File: config.mk
export PLATFORM = sky130hd
export DESIGN_NAME = scaled_glyph_row_renderer
export DESIGN_NICKNAME = d
export VERILOG_FILES = /design/src/sgr_pkg.sv /design/src/scaled_glyph_row_renderer.sv /design/src/sgr_front.sv /design/src/sgr_cmd_fifo.sv /design/src/sgr_back.sv
export SDC_FILE = /design/constraint.sdc
export NUM_CORES = 1
export LEC_CHECK = 0
export ABC_AREA = 0
export BUFFER_PORTS_ARGS = -buffer_cell sky130_fd_sc_hd__buf_2
export CORE_MARGIN = 2
export CORE_UTILIZATION = 50
export CTS_CLUSTER_DIAMETER = 150
export DETAILED_ROUTE_END_ITERATION = 8
export PLACE_DENSITY_LB_ADDON = 0.1
export SYNTH_ARGS = -nofsm -noshare
export SYNTH_HDL_FRONTEND = slang
export SYNTH_HIERARCHICAL = 1
export SYNTH_SLANG_ARGS = --single-unit
File: constraint.sdc
create_clock -name clk -period 21.2 [get_ports clk]
set_input_delay 4.24 -clock clk [delete_from_list [all_inputs] [get_ports clk]]
set_output_delay 4.24 -clock clk [all_outputs]
set_load 0.01 [all_outputs]
File: src/sgr_pkg.sv
// types, constants and font table shared by the glyph row renderer
package sgr_pkg;

  // field widths
  localparam int CODE_W     = 8;
  localparam int COORD_W    = 12;
  localparam int ROW_Y_W    = 13;
  localparam int SCALE_W    = 4;
  localparam int ADDR_W     = 32;
  localparam int PITCH_W    = 14;
  localparam int COLOR_W    = 32;
  localparam int MASK_W     = 40;
  localparam int GLYPH_W    = 6;
  localparam int GROW_W     = 3;
  localparam int CFG_IDX_W  = 2;
  localparam int CFG_DATA_W = 32;

  // font geometry
  localparam int GLYPH_ROWS  = 7;
  localparam int GLYPH_COLS  = 5;
  localparam int GLYPH_COUNT = 36;
  localparam int DIGIT_BASE  = 26;

  // character codes that draw
  localparam logic [CODE_W-1:0] CODE_A    = 8'h41;
  localparam logic [CODE_W-1:0] CODE_Z    = 8'h5A;
  localparam logic [CODE_W-1:0] CODE_ZERO = 8'h30;
  localparam logic [CODE_W-1:0] CODE_NINE = 8'h39;

  // register indexes
  localparam logic [CFG_IDX_W-1:0] REG_FRAME_BASE  = 2'd0;
  localparam logic [CFG_IDX_W-1:0] REG_PITCH_WORDS = 2'd1;
  localparam logic [CFG_IDX_W-1:0] REG_COLOR       = 2'd2;

  // register reset values
  localparam logic [ADDR_W-1:0]  RST_FRAME_BASE  = 32'h0000_0000;
  localparam logic [PITCH_W-1:0] RST_PITCH_WORDS = 14'd1024;
  localparam logic [COLOR_W-1:0] RST_COLOR       = 32'h00FF_FFFF;

  // command queue depth
  localparam int CMD_DEPTH = 2;

  typedef struct packed {
    logic [CODE_W-1:0]  char_code;
    logic [COORD_W-1:0] start_x;
    logic [COORD_W-1:0] start_y;
    logic [SCALE_W-1:0] scale;
  } in_item_t;

  typedef struct packed {
    logic [COORD_W-1:0] row_x;
    logic [ROW_Y_W-1:0] row_y;
    logic [ADDR_W-1:0]  word_address;
    logic [MASK_W-1:0]  pixel_mask;
    logic [COLOR_W-1:0] pixel_color;
    logic               last_row;
  } out_item_t;

  // classified glyph command, scale already saturated and nonzero
  typedef struct packed {
    logic [GLYPH_W-1:0] glyph;
    logic [COORD_W-1:0] start_x;
    logic [COORD_W-1:0] start_y;
    logic [SCALE_W-1:0] scale;
  } glyph_cmd_t;

  typedef struct packed {
    logic       push;
    glyph_cmd_t cmd;
  } cmd_push_t;

  typedef enum logic [1:0] {
    BK_IDLE,
    BK_MUL,
    BK_ADDR,
    BK_ROWS
  } back_state_t;

  // 5x7 font, row 0 on top, column 0 in bit 4
  localparam logic [0:GLYPH_ROWS-1][GLYPH_COLS-1:0] FONT_ROM [GLYPH_COUNT] = '{
    '{5'h0E, 5'h11, 5'h11, 5'h1F, 5'h11, 5'h11, 5'h11},  // A
    '{5'h1E, 5'h11, 5'h11, 5'h1E, 5'h11, 5'h11, 5'h1E},  // B
    '{5'h0F, 5'h10, 5'h10, 5'h10, 5'h10, 5'h10, 5'h0F},  // C
    '{5'h1E, 5'h11, 5'h11, 5'h11, 5'h11, 5'h11, 5'h1E},  // D
    '{5'h1F, 5'h10, 5'h10, 5'h1E, 5'h10, 5'h10, 5'h1F},  // E
    '{5'h1F, 5'h10, 5'h10, 5'h1E, 5'h10, 5'h10, 5'h10},  // F
    '{5'h0F, 5'h10, 5'h10, 5'h17, 5'h11, 5'h11, 5'h0F},  // G
    '{5'h11, 5'h11, 5'h11, 5'h1F, 5'h11, 5'h11, 5'h11},  // H
    '{5'h1F, 5'h04, 5'h04, 5'h04, 5'h04, 5'h04, 5'h1F},  // I
    '{5'h07, 5'h02, 5'h02, 5'h02, 5'h12, 5'h12, 5'h0C},  // J
    '{5'h11, 5'h12, 5'h14, 5'h18, 5'h14, 5'h12, 5'h11},  // K
    '{5'h10, 5'h10, 5'h10, 5'h10, 5'h10, 5'h10, 5'h1F},  // L
    '{5'h11, 5'h1B, 5'h15, 5'h15, 5'h11, 5'h11, 5'h11},  // M
    '{5'h11, 5'h19, 5'h15, 5'h13, 5'h11, 5'h11, 5'h11},  // N
    '{5'h0E, 5'h11, 5'h11, 5'h11, 5'h11, 5'h11, 5'h0E},  // O
    '{5'h1E, 5'h11, 5'h11, 5'h1E, 5'h10, 5'h10, 5'h10},  // P
    '{5'h0E, 5'h11, 5'h11, 5'h11, 5'h15, 5'h12, 5'h0D},  // Q
    '{5'h1E, 5'h11, 5'h11, 5'h1E, 5'h14, 5'h12, 5'h11},  // R
    '{5'h0F, 5'h10, 5'h10, 5'h0E, 5'h01, 5'h01, 5'h1E},  // S
    '{5'h1F, 5'h04, 5'h04, 5'h04, 5'h04, 5'h04, 5'h04},  // T
    '{5'h11, 5'h11, 5'h11, 5'h11, 5'h11, 5'h11, 5'h0E},  // U
    '{5'h11, 5'h11, 5'h11, 5'h11, 5'h11, 5'h0A, 5'h04},  // V
    '{5'h11, 5'h11, 5'h11, 5'h15, 5'h15, 5'h15, 5'h0A},  // W
    '{5'h11, 5'h11, 5'h0A, 5'h04, 5'h0A, 5'h11, 5'h11},  // X
    '{5'h11, 5'h11, 5'h0A, 5'h04, 5'h04, 5'h04, 5'h04},  // Y
    '{5'h1F, 5'h01, 5'h02, 5'h04, 5'h08, 5'h10, 5'h1F},  // Z
    '{5'h0E, 5'h11, 5'h13, 5'h15, 5'h19, 5'h11, 5'h0E},  // 0
    '{5'h04, 5'h0C, 5'h04, 5'h04, 5'h04, 5'h04, 5'h0E},  // 1
    '{5'h0E, 5'h11, 5'h01, 5'h02, 5'h04, 5'h08, 5'h1F},  // 2
    '{5'h1E, 5'h01, 5'h01, 5'h0E, 5'h01, 5'h01, 5'h1E},  // 3
    '{5'h02, 5'h06, 5'h0A, 5'h12, 5'h1F, 5'h02, 5'h02},  // 4
    '{5'h1F, 5'h10, 5'h10, 5'h1E, 5'h01, 5'h01, 5'h1E},  // 5
    '{5'h0E, 5'h10, 5'h10, 5'h1E, 5'h11, 5'h11, 5'h0E},  // 6
    '{5'h1F, 5'h01, 5'h02, 5'h04, 5'h08, 5'h08, 5'h08},  // 7
    '{5'h0E, 5'h11, 5'h11, 5'h0E, 5'h11, 5'h11, 5'h0E},  // 8
    '{5'h0E, 5'h11, 5'h11, 5'h0F, 5'h01, 5'h01, 5'h0E}   // 9
  };

  // repeat each font column k times, column 0 in the low bits
  function automatic logic [MASK_W-1:0] widen_row(input logic [GLYPH_COLS-1:0] bits,
                                                   input logic [SCALE_W-1:0] k);
    logic [MASK_W-1:0] m;
    logic [6:0]        lo;
    logic [6:0]        hi;
    m = '0;
    for (int c = 0; c < GLYPH_COLS; c++) begin
      lo = 7'(c) * 7'(k);
      hi = lo + 7'(k);
      for (int i = 0; i < MASK_W; i++) begin
        if (bits[GLYPH_COLS-1-c] && (7'(i) >= lo) && (7'(i) < hi)) begin
          m[i] = 1'b1;
        end
      end
    end
    return m;
  endfunction

endpackage

File: src/scaled_glyph_row_renderer.sv
// top level of the scaled glyph row renderer: config registers and unit hookup
//
// Each input transaction names a character, a cell position and a scale. Codes
// A-Z and 0-9 are drawn from a 5x7 font; every other code, and a scale of zero,
// is accepted and consumed with no result. Scales above MAX_SCALE are clamped.
// A drawable glyph produces 7*scale row transactions, top to bottom, each with
// its row y, line word address (frame_base + y*pitch_words + x, wrapping at 32
// bits), a 40-bit pixel mask with each font column repeated scale times (font
// column 0 in the low bits; columns past bit 39 are dropped) and the color.
// The row sequencer forms the first line address in BK_MUL (the y*pitch multiply)
// and BK_ADDR (the add) and then emits one row per cycle while the output is not
// stalled. A two-entry command queue lets the input side keep accepting while
// rows are produced. Configuration writes are always accepted, as cfg_ready is
// tied high, and should be issued only while no glyph is in flight.
module scaled_glyph_row_renderer #(
  parameter int MAX_SCALE = 8
) (
  input  logic                                 clk,
  input  logic                                 rst_n,
  input  logic                                 in_valid,
  output logic                                 in_ready,
  input  sgr_pkg::in_item_t                    in_data,
  output logic                                 out_valid,
  input  logic                                 out_ready,
  output sgr_pkg::out_item_t                   out_data,
  input  logic                                 cfg_valid,
  output logic                                 cfg_ready,
  input  logic [sgr_pkg::CFG_IDX_W-1:0]        cfg_index,
  input  logic [sgr_pkg::CFG_DATA_W-1:0]       cfg_data
);
  import sgr_pkg::*;

  logic [ADDR_W-1:0]  frame_base_r, frame_base_nxt;
  logic [PITCH_W-1:0] pitch_words_r, pitch_words_nxt;
  logic [COLOR_W-1:0] color_r, color_nxt;
  cmd_push_t          q_push;
  logic               q_full;
  logic               q_pop;
  logic               q_valid;
  glyph_cmd_t         q_data;

  assign cfg_ready = 1'b1;

  // register write decode
  always_comb begin
    frame_base_nxt  = frame_base_r;
    pitch_words_nxt = pitch_words_r;
    color_nxt       = color_r;
    if (cfg_valid && cfg_ready) begin
      unique case (cfg_index)
        REG_FRAME_BASE:  frame_base_nxt  = ADDR_W'(cfg_data);
        REG_PITCH_WORDS: pitch_words_nxt = cfg_data[PITCH_W-1:0];
        REG_COLOR:       color_nxt       = COLOR_W'(cfg_data);
        default: ;
      endcase
    end
  end

  always_ff @(posedge clk) begin
    if (!rst_n) begin
      frame_base_r  <= RST_FRAME_BASE;
      pitch_words_r <= RST_PITCH_WORDS;
      color_r       <= RST_COLOR;
    end else begin
      frame_base_r  <= frame_base_nxt;
      pitch_words_r <= pitch_words_nxt;
      color_r       <= color_nxt;
    end
  end

  // input decode
  sgr_front #(
    .MAX_SCALE(MAX_SCALE)
  ) u_front (
    .in_valid(in_valid),
    .in_ready(in_ready),
    .in_data (in_data),
    .q_full  (q_full),
    .q_push  (q_push)
  );

  // command queue
  sgr_cmd_fifo u_fifo (
    .clk    (clk),
    .rst_n  (rst_n),
    .q_push (q_push),
    .q_full (q_full),
    .q_pop  (q_pop),
    .q_valid(q_valid),
    .q_data (q_data)
  );

  // row sequencer
  sgr_back #(
    .MAX_SCALE(MAX_SCALE)
  ) u_back (
    .clk        (clk),
    .rst_n      (rst_n),
    .q_valid    (q_valid),
    .q_data     (q_data),
    .q_pop      (q_pop),
    .frame_base (frame_base_r),
    .pitch_words(pitch_words_r),
    .color      (color_r),
    .out_valid  (out_valid),
    .out_ready  (out_ready),
    .out_data   (out_data)
  );

endmodule

File: src/sgr_front.sv
// front end: accepts input transactions, decodes the glyph and saturates the scale
module sgr_front #(
  parameter int MAX_SCALE = 8
) (
  input  logic               in_valid,
  output logic               in_ready,
  input  sgr_pkg::in_item_t  in_data,
  input  logic               q_full,
  output sgr_pkg::cmd_push_t q_push
);
  import sgr_pkg::*;

  localparam logic [SCALE_W-1:0] SCALE_MAX = SCALE_W'(MAX_SCALE);

  logic               is_letter;
  logic               is_digit;
  logic [GLYPH_W-1:0] glyph;
  logic [SCALE_W-1:0] scale_sat;

  // take a transaction whenever the queue has room; undrawable ones are dropped
  assign in_ready = !q_full;

  // glyph decode
  always_comb begin
    is_letter = (in_data.char_code >= CODE_A) && (in_data.char_code <= CODE_Z);
    is_digit  = (in_data.char_code >= CODE_ZERO) && (in_data.char_code <= CODE_NINE);
    if (is_letter) begin
      glyph = GLYPH_W'(in_data.char_code - CODE_A);
    end else begin
      glyph = GLYPH_W'(DIGIT_BASE) + GLYPH_W'(in_data.char_code - CODE_ZERO);
    end
    scale_sat = (in_data.scale > SCALE_MAX) ? SCALE_MAX : in_data.scale;
  end

  // push only glyphs that produce rows
  always_comb begin
    q_push.push        = in_valid && in_ready && (is_letter || is_digit) &&
                         (in_data.scale != '0);
    q_push.cmd.glyph   = glyph;
    q_push.cmd.start_x = in_data.start_x;
    q_push.cmd.start_y = in_data.start_y;
    q_push.cmd.scale   = scale_sat;
  end

endmodule

File: src/sgr_cmd_fifo.sv
// short command queue between front end and row sequencer
module sgr_cmd_fifo (
  input  logic                clk,
  input  logic                rst_n,
  input  sgr_pkg::cmd_push_t  q_push,
  output logic                q_full,
  input  logic                q_pop,
  output logic                q_valid,
  output sgr_pkg::glyph_cmd_t q_data
);
  import sgr_pkg::*;

  localparam int PTR_W = (CMD_DEPTH > 1) ? $clog2(CMD_DEPTH) : 1;
  localparam int CNT_W = $clog2(CMD_DEPTH + 1);
  localparam logic [PTR_W-1:0] PTR_LAST = PTR_W'(CMD_DEPTH - 1);
  localparam logic [CNT_W-1:0] CNT_FULL = CNT_W'(CMD_DEPTH);

  glyph_cmd_t       mem_r [CMD_DEPTH];
  logic [PTR_W-1:0] wr_ptr_r, wr_ptr_nxt;
  logic [PTR_W-1:0] rd_ptr_r, rd_ptr_nxt;
  logic [CNT_W-1:0] count_r, count_nxt;
  logic             do_push, do_pop;

  assign q_full  = (count_r == CNT_FULL);
  assign q_valid = (count_r != '0);
  assign q_data  = mem_r[rd_ptr_r];
  assign do_push = q_push.push && !q_full;
  assign do_pop  = q_pop && q_valid;

  // pointer and count update
  always_comb begin
    wr_ptr_nxt = wr_ptr_r;
    rd_ptr_nxt = rd_ptr_r;
    count_nxt  = count_r;
    if (do_push) begin
      wr_ptr_nxt = (wr_ptr_r == PTR_LAST) ? '0 : wr_ptr_r + 1'b1;
    end
    if (do_pop) begin
      rd_ptr_nxt = (rd_ptr_r == PTR_LAST) ? '0 : rd_ptr_r + 1'b1;
    end
    if (do_push && !do_pop) begin
      count_nxt = count_r + 1'b1;
    end else if (do_pop && !do_push) begin
      count_nxt = count_r - 1'b1;
    end
  end

  always_ff @(posedge clk) begin
    if (!rst_n) begin
      wr_ptr_r <= '0;
      rd_ptr_r <= '0;
      count_r  <= '0;
    end else begin
      wr_ptr_r <= wr_ptr_nxt;
      rd_ptr_r <= rd_ptr_nxt;
      count_r  <= count_nxt;
    end
  end

  // storage
  always_ff @(posedge clk) begin
    if (do_push) begin
      mem_r[wr_ptr_r] <= q_push.cmd;
    end
  end

  // front end must never push into a full queue
  a_no_push_full: assert property (@(posedge clk) disable iff (!rst_n)
    q_full |-> !q_push.push)
    else $error("command pushed into full queue");

endmodule

File: src/sgr_back.sv
// row sequencer: computes the line address and emits one scaled row per cycle while the output is not stalled
module sgr_back #(
  parameter int MAX_SCALE = 8
) (
  input  logic                          clk,
  input  logic                          rst_n,
  input  logic                          q_valid,
  input  sgr_pkg::glyph_cmd_t           q_data,
  output logic                          q_pop,
  input  logic [sgr_pkg::ADDR_W-1:0]    frame_base,
  input  logic [sgr_pkg::PITCH_W-1:0]   pitch_words,
  input  logic [sgr_pkg::COLOR_W-1:0]   color,
  output logic                          out_valid,
  input  logic                          out_ready,
  output sgr_pkg::out_item_t            out_data
);
  import sgr_pkg::*;

  localparam int REP_W = (MAX_SCALE > 1) ? $clog2(MAX_SCALE) : 1;
  localparam int PROD_W = COORD_W + PITCH_W;

  back_state_t       state_r, state_nxt;
  glyph_cmd_t        cmd_r, cmd_nxt;
  logic [PROD_W-1:0] prod_r, prod_nxt;
  logic [ADDR_W-1:0] addr_r, addr_nxt;
  logic [ROW_Y_W-1:0] y_r, y_nxt;
  logic [GROW_W-1:0] g_r, g_nxt;
  logic [REP_W-1:0]  rep_r, rep_nxt;
  logic              out_valid_r, out_valid_nxt;
  out_item_t         out_data_r, out_data_nxt;
  logic              out_free;
  logic              emit;
  logic              rep_last;
  logic              row_last;

  assign out_valid = out_valid_r;
  assign out_data  = out_data_r;
  assign out_free  = !out_valid_r || out_ready;
  assign rep_last  = (SCALE_W'(rep_r) == cmd_r.scale - 1'b1);
  assign row_last  = (g_r == GROW_W'(GLYPH_ROWS - 1)) && rep_last;

  // next state and datapath control
  always_comb begin
    state_nxt     = state_r;
    cmd_nxt       = cmd_r;
    prod_nxt      = prod_r;
    addr_nxt      = addr_r;
    y_nxt         = y_r;
    g_nxt         = g_r;
    rep_nxt       = rep_r;
    out_valid_nxt = out_valid_r && !out_ready;
    out_data_nxt  = out_data_r;
    q_pop         = 1'b0;
    emit          = 1'b0;
    unique case (state_r)
      BK_IDLE: begin
        if (q_valid) begin
          q_pop     = 1'b1;
          cmd_nxt   = q_data;
          state_nxt = BK_MUL;
        end
      end
      BK_MUL: begin
        prod_nxt  = PROD_W'(cmd_r.start_y) * PROD_W'(pitch_words);
        state_nxt = BK_ADDR;
      end
      BK_ADDR: begin
        addr_nxt  = frame_base + ADDR_W'(prod_r) + ADDR_W'(cmd_r.start_x);
        y_nxt     = ROW_Y_W'(cmd_r.start_y);
        g_nxt     = '0;
        rep_nxt   = '0;
        state_nxt = BK_ROWS;
      end
      BK_ROWS: begin
        if (out_free) begin
          emit                      = 1'b1;
          out_valid_nxt             = 1'b1;
          out_data_nxt.row_x        = cmd_r.start_x;
          out_data_nxt.row_y        = y_r;
          out_data_nxt.word_address = addr_r;
          out_data_nxt.pixel_mask   = widen_row(FONT_ROM[cmd_r.glyph][g_r], cmd_r.scale);
          out_data_nxt.pixel_color  = color;
          out_data_nxt.last_row     = row_last;
          y_nxt                     = y_r + 1'b1;
          addr_nxt                  = addr_r + ADDR_W'(pitch_words);
          if (rep_last) begin
            rep_nxt = '0;
            g_nxt   = g_r + 1'b1;
          end else begin
            rep_nxt = rep_r + 1'b1;
          end
          if (row_last) begin
            state_nxt = BK_IDLE;
          end
        end
      end
      default: state_nxt = BK_IDLE;
    endcase
  end

  // state register
  always_ff @(posedge clk) begin
    if (!rst_n) begin
      state_r     <= BK_IDLE;
      out_valid_r <= 1'b0;
    end else begin
      state_r     <= state_nxt;
      out_valid_r <= out_valid_nxt;
    end
  end

  // datapath registers
  always_ff @(posedge clk) begin
    cmd_r      <= cmd_nxt;
    prod_r     <= prod_nxt;
    addr_r     <= addr_nxt;
    y_r        <= y_nxt;
    g_r        <= g_nxt;
    rep_r      <= rep_nxt;
    out_data_r <= out_data_nxt;
  end

  // a busy sequencer always holds a saturated nonzero scale
  a_scale_ok: assert property (@(posedge clk) disable iff (!rst_n)
    (state_r != BK_IDLE) |-> ((cmd_r.scale != '0) &&
                              (cmd_r.scale <= SCALE_W'(MAX_SCALE))))
    else $error("sequencer busy with bad scale");

  // row counters stay inside the glyph
  a_counters_ok: assert property (@(posedge clk) disable iff (!rst_n)
    (state_r == BK_ROWS) |-> ((g_r <= GROW_W'(GLYPH_ROWS - 1)) &&
                              (SCALE_W'(rep_r) < cmd_r.scale)))
    else $error("row counter out of range");

  // the final row ends the glyph
  a_last_ends: assert property (@(posedge clk) disable iff (!rst_n)
    (emit && row_last) |=> (state_r == BK_IDLE))
    else $error("sequencer kept running after last row");

endmodule

**Word level (Yosys, flattened, before mapping)**

Memory sizes are Yosys's and may differ from the RTL's. A register that Yosys moved wholly into a read port is not among the register bits.
Index checks and enable logic that the tools add are counted.

- Register bits after elaboration: 292
- Memory bits (writable): 68
- Memory bits (read-only): 2240
- Input bits: 75
- Output and inout port bits: 133
- Word-level logic and storage cells: 946
- Memories: 2

- Add/sub/neg operators: 18
- $mul: 2
- Magnitude comparators: 358
- Equal/unequal tests: 12
- Muxes and demuxes: 71
- Bitwise operators: 2
- Reduce and logical (&&, ||, !) cells: 423

Memory list:

| name | depth | bits a word | read ports | clocked after memory_dff | wr ports | RTL line | RTL |
|---|---|---|---|---|---|---|---|
| (name not given) | 64 | 35 | 1 | 0 | 0 | sgr_back.sv:81 | `out_data_nxt.pixel_mask = widen_row(FONT_ROM[cmd_r.glyph][g_r], cmd_r.scale);` |
| u_fifo.mem_r | 2 | 34 | 1 | 1 | 1 | sgr_cmd_fifo.sv:18 | `glyph_cmd_t mem_r [CMD_DEPTH];` |

Operators with widths:

| operator | number |
|---|---|
| < comparator 5 x 7 -> 1 bit (first input constant) | 64 |
| logical AND 1 bit | 362 |
| < comparator 4 x 7 -> 1 bit (first input constant) | 32 |
| < comparator 6 x 7 -> 1 bit (first input constant) | 32 |
| >= comparator 5 x 6 -> 1 bit (first input constant) | 32 |
| OR reduction 4 bit | 40 |
| < comparator 3 x 7 -> 1 bit (first input constant) | 16 |
| >= comparator 4 x 6 -> 1 bit (first input constant) | 16 |
| >= comparator 6 bit (first input constant) | 16 |
| >= comparator 5 bit (first input constant) | 16 |
| < comparator 5 x 4 -> 1 bit (first input constant) | 16 |
| >= comparator 5 x 4 -> 1 bit (first input constant) | 15 |
| two-way mux 35 bit | 2 |
| case mux 32 bit (2 select lines) | 1 |
| < comparator 1 x 7 -> 1 bit (first input constant) | 8 |
| < comparator 2 x 7 -> 1 bit (first input constant) | 8 |
| >= comparator 3 x 6 -> 1 bit (first input constant) | 8 |
| >= comparator 6 x 5 -> 1 bit (first input constant) | 8 |
| < comparator 6 x 4 -> 1 bit (first input constant) | 8 |
| two-way mux 1 bit | 48 |
| >= comparator 4 x 5 -> 1 bit (first input constant) | 8 |
| adder 32 x 12 -> 32 bit | 1 |
| adder 32 x 14 -> 32 bit | 1 |
| adder 32 x 26 -> 32 bit | 1 |
| other kinds (60) | 127 |

**Logic depth before layout (Yosys ltp)**

Gate-level depths: netlist of the first run.

- Word-level depth: 10
- Depth in mapped cells: 21
- Gate-level depth less buffers: 20

**Hierarchy**

The synthesis of the first run kept the hierarchy.

Modules (own cells, without submodules):

| module | times used | cells an instance | area each (um^2) | sequential area each (um^2) |
|---|---|---|---|---|
| sgr_back | 1 | 2156 | 20881.3 | 7297.0 |
| scaled_glyph_row_renderer | 1 | 324 | 3120.5 | 1561.5 |
| sgr_cmd_fifo | 1 | 131 | 2688.8 | 2142.1 |
| sgr_front | 1 | 72 | 546.8 | 0.0 |

**Least setup slack after synthesis of the first run**

Ideal clock, no wire load.

- Kind: input to register
- From: input out_ready
- To: register u_back.g_r[0] (enable)
- Library setup time: 306 ps
- Arrival: 11190 ps
- Required time: 20894 ps
- Setup slack: 9704 ps
- Stages on the path: 4
- Buffers on the path: 0
- Path through: nor2b_1 -> nor2_1 -> a21o_1 -> and2_1

- Cells in the longest elaborated chain, start to end: 3

RTL lines:

| what | RTL line | RTL |
|---|---|---|
| start: declaration | scaled_glyph_row_renderer.sv:24 | `input logic out_ready,` |
| logical OR 1 bit | sgr_back.sv:38 | `assign out_free = !out_valid_r \|\| out_ready;` |
| inequality test 2 x 1 -> 1 bit (no source line) | n/a |  |
| AND reduction 3 bit (no source line) | n/a |  |
| end signal: assignment | sgr_back.sv:118 | `g_r <= g_nxt;` |
| end: declaration | sgr_back.sv:27 | `logic [GROW_W-1:0] g_r, g_nxt;` |

Every way passes these cells.
A chain may end at the register's enable or synchronous reset.

==> results of run 1 <==
power by group:
part           switching [mW]  internal, mW
logic                   0.577         0.325
registers              0.0798         0.976
clock network           0.314         0.428
total                   0.971          1.73
cell type report:
| type | instances | share of cell area |
|---|---|---|
| Antenna cell | 1 | 0.0000835 |
| Clock buffer | 57 | 0.0400 |
| Clock inverter | 22 | 0.00743 |
| Inverter | 241 | 0.0302 |
| Multi-Input combinational cell | 1876 | 0.484 |
| Sequential cell | 395 | 0.367 |
| Tap cell | 696 | 0.0291 |
| Timing Repair Buffer | 238 | 0.0425 |
sequential cells by signal, summed over array words and instances (netlist names), named ones only:
register          count
u_back/g_r            3
u_back/out_valid      1
u_back/out_data     130
u_back/addr_r        32
u_fifo/count_r        2
u_back/rep_r          3
u_back/cmd_r         34
color_r              32
u_fifo/wr_ptr_r       1
frame_base_r         32
u_back/prod_r        26
u_fifo/mem_r         68
u_fifo/rd_ptr_r       1
u_back/y_r           13
u_back/state_r        2
pitch_words_r        14
layer usage:
layer / part of all wire / global-route usage / up-vias
met3: 0.071 / 0.0382 / 110
met2: 0.43 / 0.398 / 837
li1: - / - / 9672
met5: 0 / 0 / -
met1: 0.47 / 0.397 / 10300
met4: 0.026 / 0.0726 / 0
cells in the final DEF, fill, tap and decap left out, drive strengths merged, types with 39 or more instances in the layout:
cell type	n
nor2	139
ha	161
dfxtp	86
o21ai	99
mux2	41
edfxtp	309
mux2i	69
nand3	57
inv	242
nor3	39
xnor2	67
clkbuf	57
and2	78
buf	238
a21oi	145
nand2	321
o211ai	56
fa	136
path summary, 6_finish.rpt:
check / startpoint / endpoint / slack, ps / cells after the start
setup / recovery: in_data[29] / u_fifo/mem_r[1][24] / 14340 / 9
hold reg to reg: color_r[10] / u_back/out_data[11] / 430 / 0
setup reg to reg: pitch_words_r[5] / u_back/prod_r[25] / 15300 / 18
hold / removal: color_r[10] / u_back/out_data[11] / 430 / 0
critical path, cell delays in order:
cell       delay [ps]
buf_2             120
inv_1              90
ha_1              220
or3b_4            260
o41a_4            160
nand2_1           140
a2111oi_0         630
and3_1            830
buf_4             410
logic make-up (layout without fill, tap and decap cells):
logic type      count (synthesis)  count (layout)  share of synthesized area
compound gates                557             557                      0.137
mux                           112             112                     0.0441
flops                         395             395                      0.404
xor+xnor                       93              93                     0.0299
other cells                     1               2                   0.000138
buf+inv                       412             558                     0.0647
fa+ha+maj                     297             297                      0.174
simple gates                  816             816                      0.146
per-stage QoR:
stage | hold slack (ps) | worst slack (ps) | util | instance area (sq um)
floorplan | 408 | 9700 | - | 27200
global placement | 415 | 13790 | 0.531 | 28500
detailed placement | 416 | 13690 | 0.531 | 28500
CTS | 430 | 14300 | 0.557 | 30000
global route | 435 | 14040 | 0.557 | 30000
finish | 426 | 14340 | 0.557 | 30000
==> impl_results.md, run 1 <==
* Status: finished, final reports clean
* DRC at 0
* Syn Area/Cell at 10.2 sq um
* CP Max Fanout at 18
* Final nets at between 3k and 4k
* HP Class: flop to flop
* CP endpoint kind: flop
* Number of global-route vias before repair at 20.4k
* Post-synth ARST share at 0
* Clock tree buffer depth at 3
* GRT Util Overall at 0.264
* Ys flop type: edfxtp_1
* Maximum vdd drop at ~0.000057 V
* Fin cells at between 3k and 4k
* Yosys warns at 6
* Die ar. at ~56000 sq um
* H-tree depth at 2
* Clk_lat worst skew at about 590 ps
* First-pass GRT wire length at 117000 um
* RSZ-0062 raised after global routing: no
* Power density cells at 90.1 nW/um^2
* CTS tree: done
* Fin. Hold Viols at 0
* Critical path data required time at 21450 ps
* Min Tclk post-route at 6860 ps
* Synth cell count leaders: nand2_1, edfxtp_1, inv_1, ha_1, a21oi_1
* Total gr overflow at 0
* Top-area cell type share of the netlist area at 0.341
* Final ANT Viol Nets at 0
* Reg clk slew, reported paths at ~60 ps
* DR vias at 20.9k
* Clk sinks at 395
* Largest net degree at the start of global routing at 86
* Tot Pwr at 2.70 mW
* CTS Buf Count at 44
* Post-route clock period utilization at 0.324
* Actual slew at the worst max-slew pin at 1250 ps
* Slew Viols, Final at 0
* Max_slew headroom at 0.169
* Synth top area cells: edfxtp_1, fa_1, ha_1
* Sequential share of the synthesized area at 0.404
* Die Wd at between 200 and 250 um
* Netlist cell types at 94
* Via density at slightly below 6
* Mapped Nets at 3055
* Post-CTS sizing at 0
* Crit start category: input port
* Die Span Y at 237 um
* Post-Synthesis Cell Area at 27200 sq um
* Register area at 11000 sq um
* # hold bufs at CTS at 0
* Port bufs at 206
* Routability cong. at about 0.96
* Setup Fix Bufs, Post-CTS at 0
* Pre-Repair DR Iteration Count at 6
* Post-synth EDFFs at 309
* Synth Register Bits at 395
* Multi-input logic area at ~15000 sq um
* Detail Placement HPWL at 53900 um
* Filler cells at 4792
* Static Leak at 12.4 nW
* Fmax at 146 MHz
* Area delta synth->final at 10.1%
* Inst Count DP at 3446
* Cells after synthesis at 2683
* Synth area leader: edfxtp_1
* Final setup vio count at 0
* Max Cap Viol at 0
* Starting Density at 0.506
* Rows at 85
* Core ar. at 53800 sq um
* Initial antenna violation count at 0
* Most numerous cell in the Yosys netlist: nand2_1
* Io pins at 208
* Layout cells sized above 1 at 0.135
* Worst Path Arrival at 7110 ps
* Drt total wl at 74500 um
* Routed WL per cell at 21.1 um
* Setup TNS at 0 ps
* WS Path Type: input port to flop
* Root buffer cell: clkbuf_16
* First DRT Iteration DRCs at between 1.5k and 2k
* Worst Skew at 23.8 ps
Note: power is estimated with default switching activity, not from simulation.
==> run 2: changes to the inputs <==
==> constraint.sdc (replaced) <==
create_clock -name clk -period 5.7 [get_ports clk]
set_input_delay 1.14 -clock clk [delete_from_list [all_inputs] [get_ports clk]]
set_output_delay 1.14 -clock clk [all_outputs]
set_load 0.01 [all_outputs]
==> impl_results.md, run 2 (synthesis results as in run 1) <==
* Status: finished, final reports clean
* Reg clk slew, reported paths at 60 ps (about the same)
* First-pass GRT wire length at 121000 um (+3.7%)
* Crit start category: flop
* Worst Skew at 21.3 ps (-2.42 ps)
* Fin. Hold Viols at 0 (unchanged)
* Final setup vio count at 0 (unchanged)
* WP buf/inv at 4 (+1)
* Hold slack at 428 ps (+1.42 ps)
* Fmax at 187 MHz
* Slew Viols, Final at 0 (unchanged)
* Power density cells at 331 nW/um^2 (+270%)
* Setup TNS at 0 ps (unchanged)
* WS Path Type: flop to flop
* CTS Buf Count at 43 (-2.3%)
* Tot Pwr at 10.1 mW (+270%)
* # hold bufs at CTS at 0 (unchanged)
* Crit-path cells: and2_1 -> fa_1 -> inv_1 -> fa_1 -> inv_1 -> fa_1 -> fa_1 -> inv_1 -> fa_1 -> inv_1 -> ha_1 -> a211o_1 -> o21a_1 -> o31ai_1 -> nand2b_1 -> a31oi_1 -> xnor2_1
* Io pins at 208 (unchanged)
* Max_slew headroom at 0.177 (+0.00737)
* Die Wd at 237 um (unchanged)
* Final nets at 3228 (+1.9%)
* CP endpoint kind: flop
* Area delta synth->final at 11.6%
* CTS tree: done
* Post-route clock period utilization at 0.940
* Max incr delay on CP at 540 ps (-290 ps)
* Die Span Y at 237 um (unchanged)
* Most frequent cells in the layout: nand2_1, edfxtp_1, inv_1, buf_2, ha_1
* Filler cells at 4707 (-1.8%)
* DRC at 0 (unchanged)
* Final ANT Viol Nets at 0 (unchanged)
* Number of global-route vias before repair at 20.5k (+0.61%)
* Commonest non-fill, non-tap cell in the layout: nand2_1
* Largest net degree at the start of global routing at 79 (-8.1%)
* Pre-Repair DR Iteration Count at 6 (unchanged)
* Rows at 85 (unchanged)
* Critical path data required time at 6020 ps (-15430 ps)
* Slowest library cell on the worst path: fa_1
* Post-layout util at 0.565 (+0.00797)
* CP Max Fanout at 8 (-10)
* First DRT Iteration DRCs at 2037 (+34%)
* Delay-heaviest family, CP: adder cells
* Root buffer cell: clkbuf_16
* Die ar. at 56400 sq um (unchanged)
* GRT Util Overall at 0.277 (+0.0131)
* Crit path top cell by count: fa_1
* Drt total wl at 78300 um (+5.2%)
* Worst Path Arrival at 5680 ps (-1430 ps)
* Initial antenna violation count at 1 (+1)
* Detail Placement HPWL at 58700 um (+8.9%)
* Clock tree buffer depth at 3 (unchanged)
* DR vias at 21.3k (+1.7%)
* Static Leak at 12.6 nW (+2.2%)
* Starting Density at 0.506 (unchanged)
* Via density at 5.93 (about the same)
* Port bufs at 206 (unchanged)
* Max FFs per register at 130 (unchanged)
* Core ar. at 53800 sq um (unchanged)
* Min Tclk post-route at 5360 ps
* HP Class: flop to flop
* Layout cells sized above 1 at 0.153 (+0.0183)
* Clk sinks at 395 (unchanged)
* Routability cong. at 0.949 (-1.4%)
* Total gr overflow at 0 (unchanged)
* Max Cap Viol at 0 (unchanged)
* Actual slew at the worst max-slew pin at 1230 ps (-11.1 ps)
* Maximum vdd drop at 0.000225 V (+290%)
* Clk_lat worst skew at 580 ps (about the same)
* H-tree depth at 2 (unchanged)
* Routed WL per cell at 21.8 um (+3.4%)
[run 2: layer usage]
layer	up-vias	wire (um)	global-route usage
li1	9810	-	-
met1	10500	36900	0.420
met2	888	33900	0.418
met3	111	6020	0.0434
met4	0	1610	0.0610
met5	-	0	0
[run 2: worst paths after layout]
| path | startpoint | endpoint | slack (ps) | cells past startpoint |
|---|---|---|---|---|
| setup / recovery | u_back/cmd_r[12] | u_back/prod_r[18] | 340 | 17 |
| hold / removal | color_r[16] | u_back/out_data[17] | 430 | 0 |
| setup reg to reg | u_back/cmd_r[12] | u_back/prod_r[18] | 340 | 17 |
| hold reg to reg | color_r[16] | u_back/out_data[17] | 430 | 0 |
[run 2: repair_timing]
action | in CTS | in global routing
resized for setup | 0 | 9
setup endpoints to repair | 0 | 8
buffers inserted | 0 | 9
[run 2: layout make-up]
cell class	count	area (sq um)	area share
antenna	2	5.00	0.000165
clock buffer	57	1160	0.0381
clock inverter	22	176	0.00580
inverter	241	905	0.0298
multi-input combinational	1876	14500	0.477
sequential	395	11000	0.362
tap	696	871	0.0286
timing repair buffer	299	1770	0.0581
[run 2: worst reg2reg max path, stage by stage (launching register included)]
cell	delay [ps]
edfxtp_1	520
and2_1	220
fa_1	530
inv_1	50
fa_1	480
inv_1	60
fa_1	500
fa_1	540
inv_1	50
fa_1	520
inv_1	40
ha_1	340
a211o_1	330
o21a_1	220
o31ai_1	260
nand2b_1	130
a31oi_1	220
xnor2_1	100
[run 2: power breakdown]
| part | switching, mW | internal (mW) | total, mW |
|---|---|---|---|
| Sequential | 0.255 | 3.63 | 3.89 |
| Combinational | 2.24 | 1.29 | 3.53 |
| Clock | 1.16 | 1.49 | 2.66 |
| Total | 3.66 | 6.42 | 10.1 |
[run 2: metrics by stage]
step | instances | cell area [sq um] | setup slack, ps
6_report | 3588 | 30400 | 343
5_1_grt | 3587 | 30400 | -9.52
4_1_cts | 3577 | 30300 | 74.1
3_5_place_dp | 3498 | 29000 | 52.3
3_3_place_gp | 3498 | 29000 | 204
2_1_floorplan | 2683 | 27200 | 460
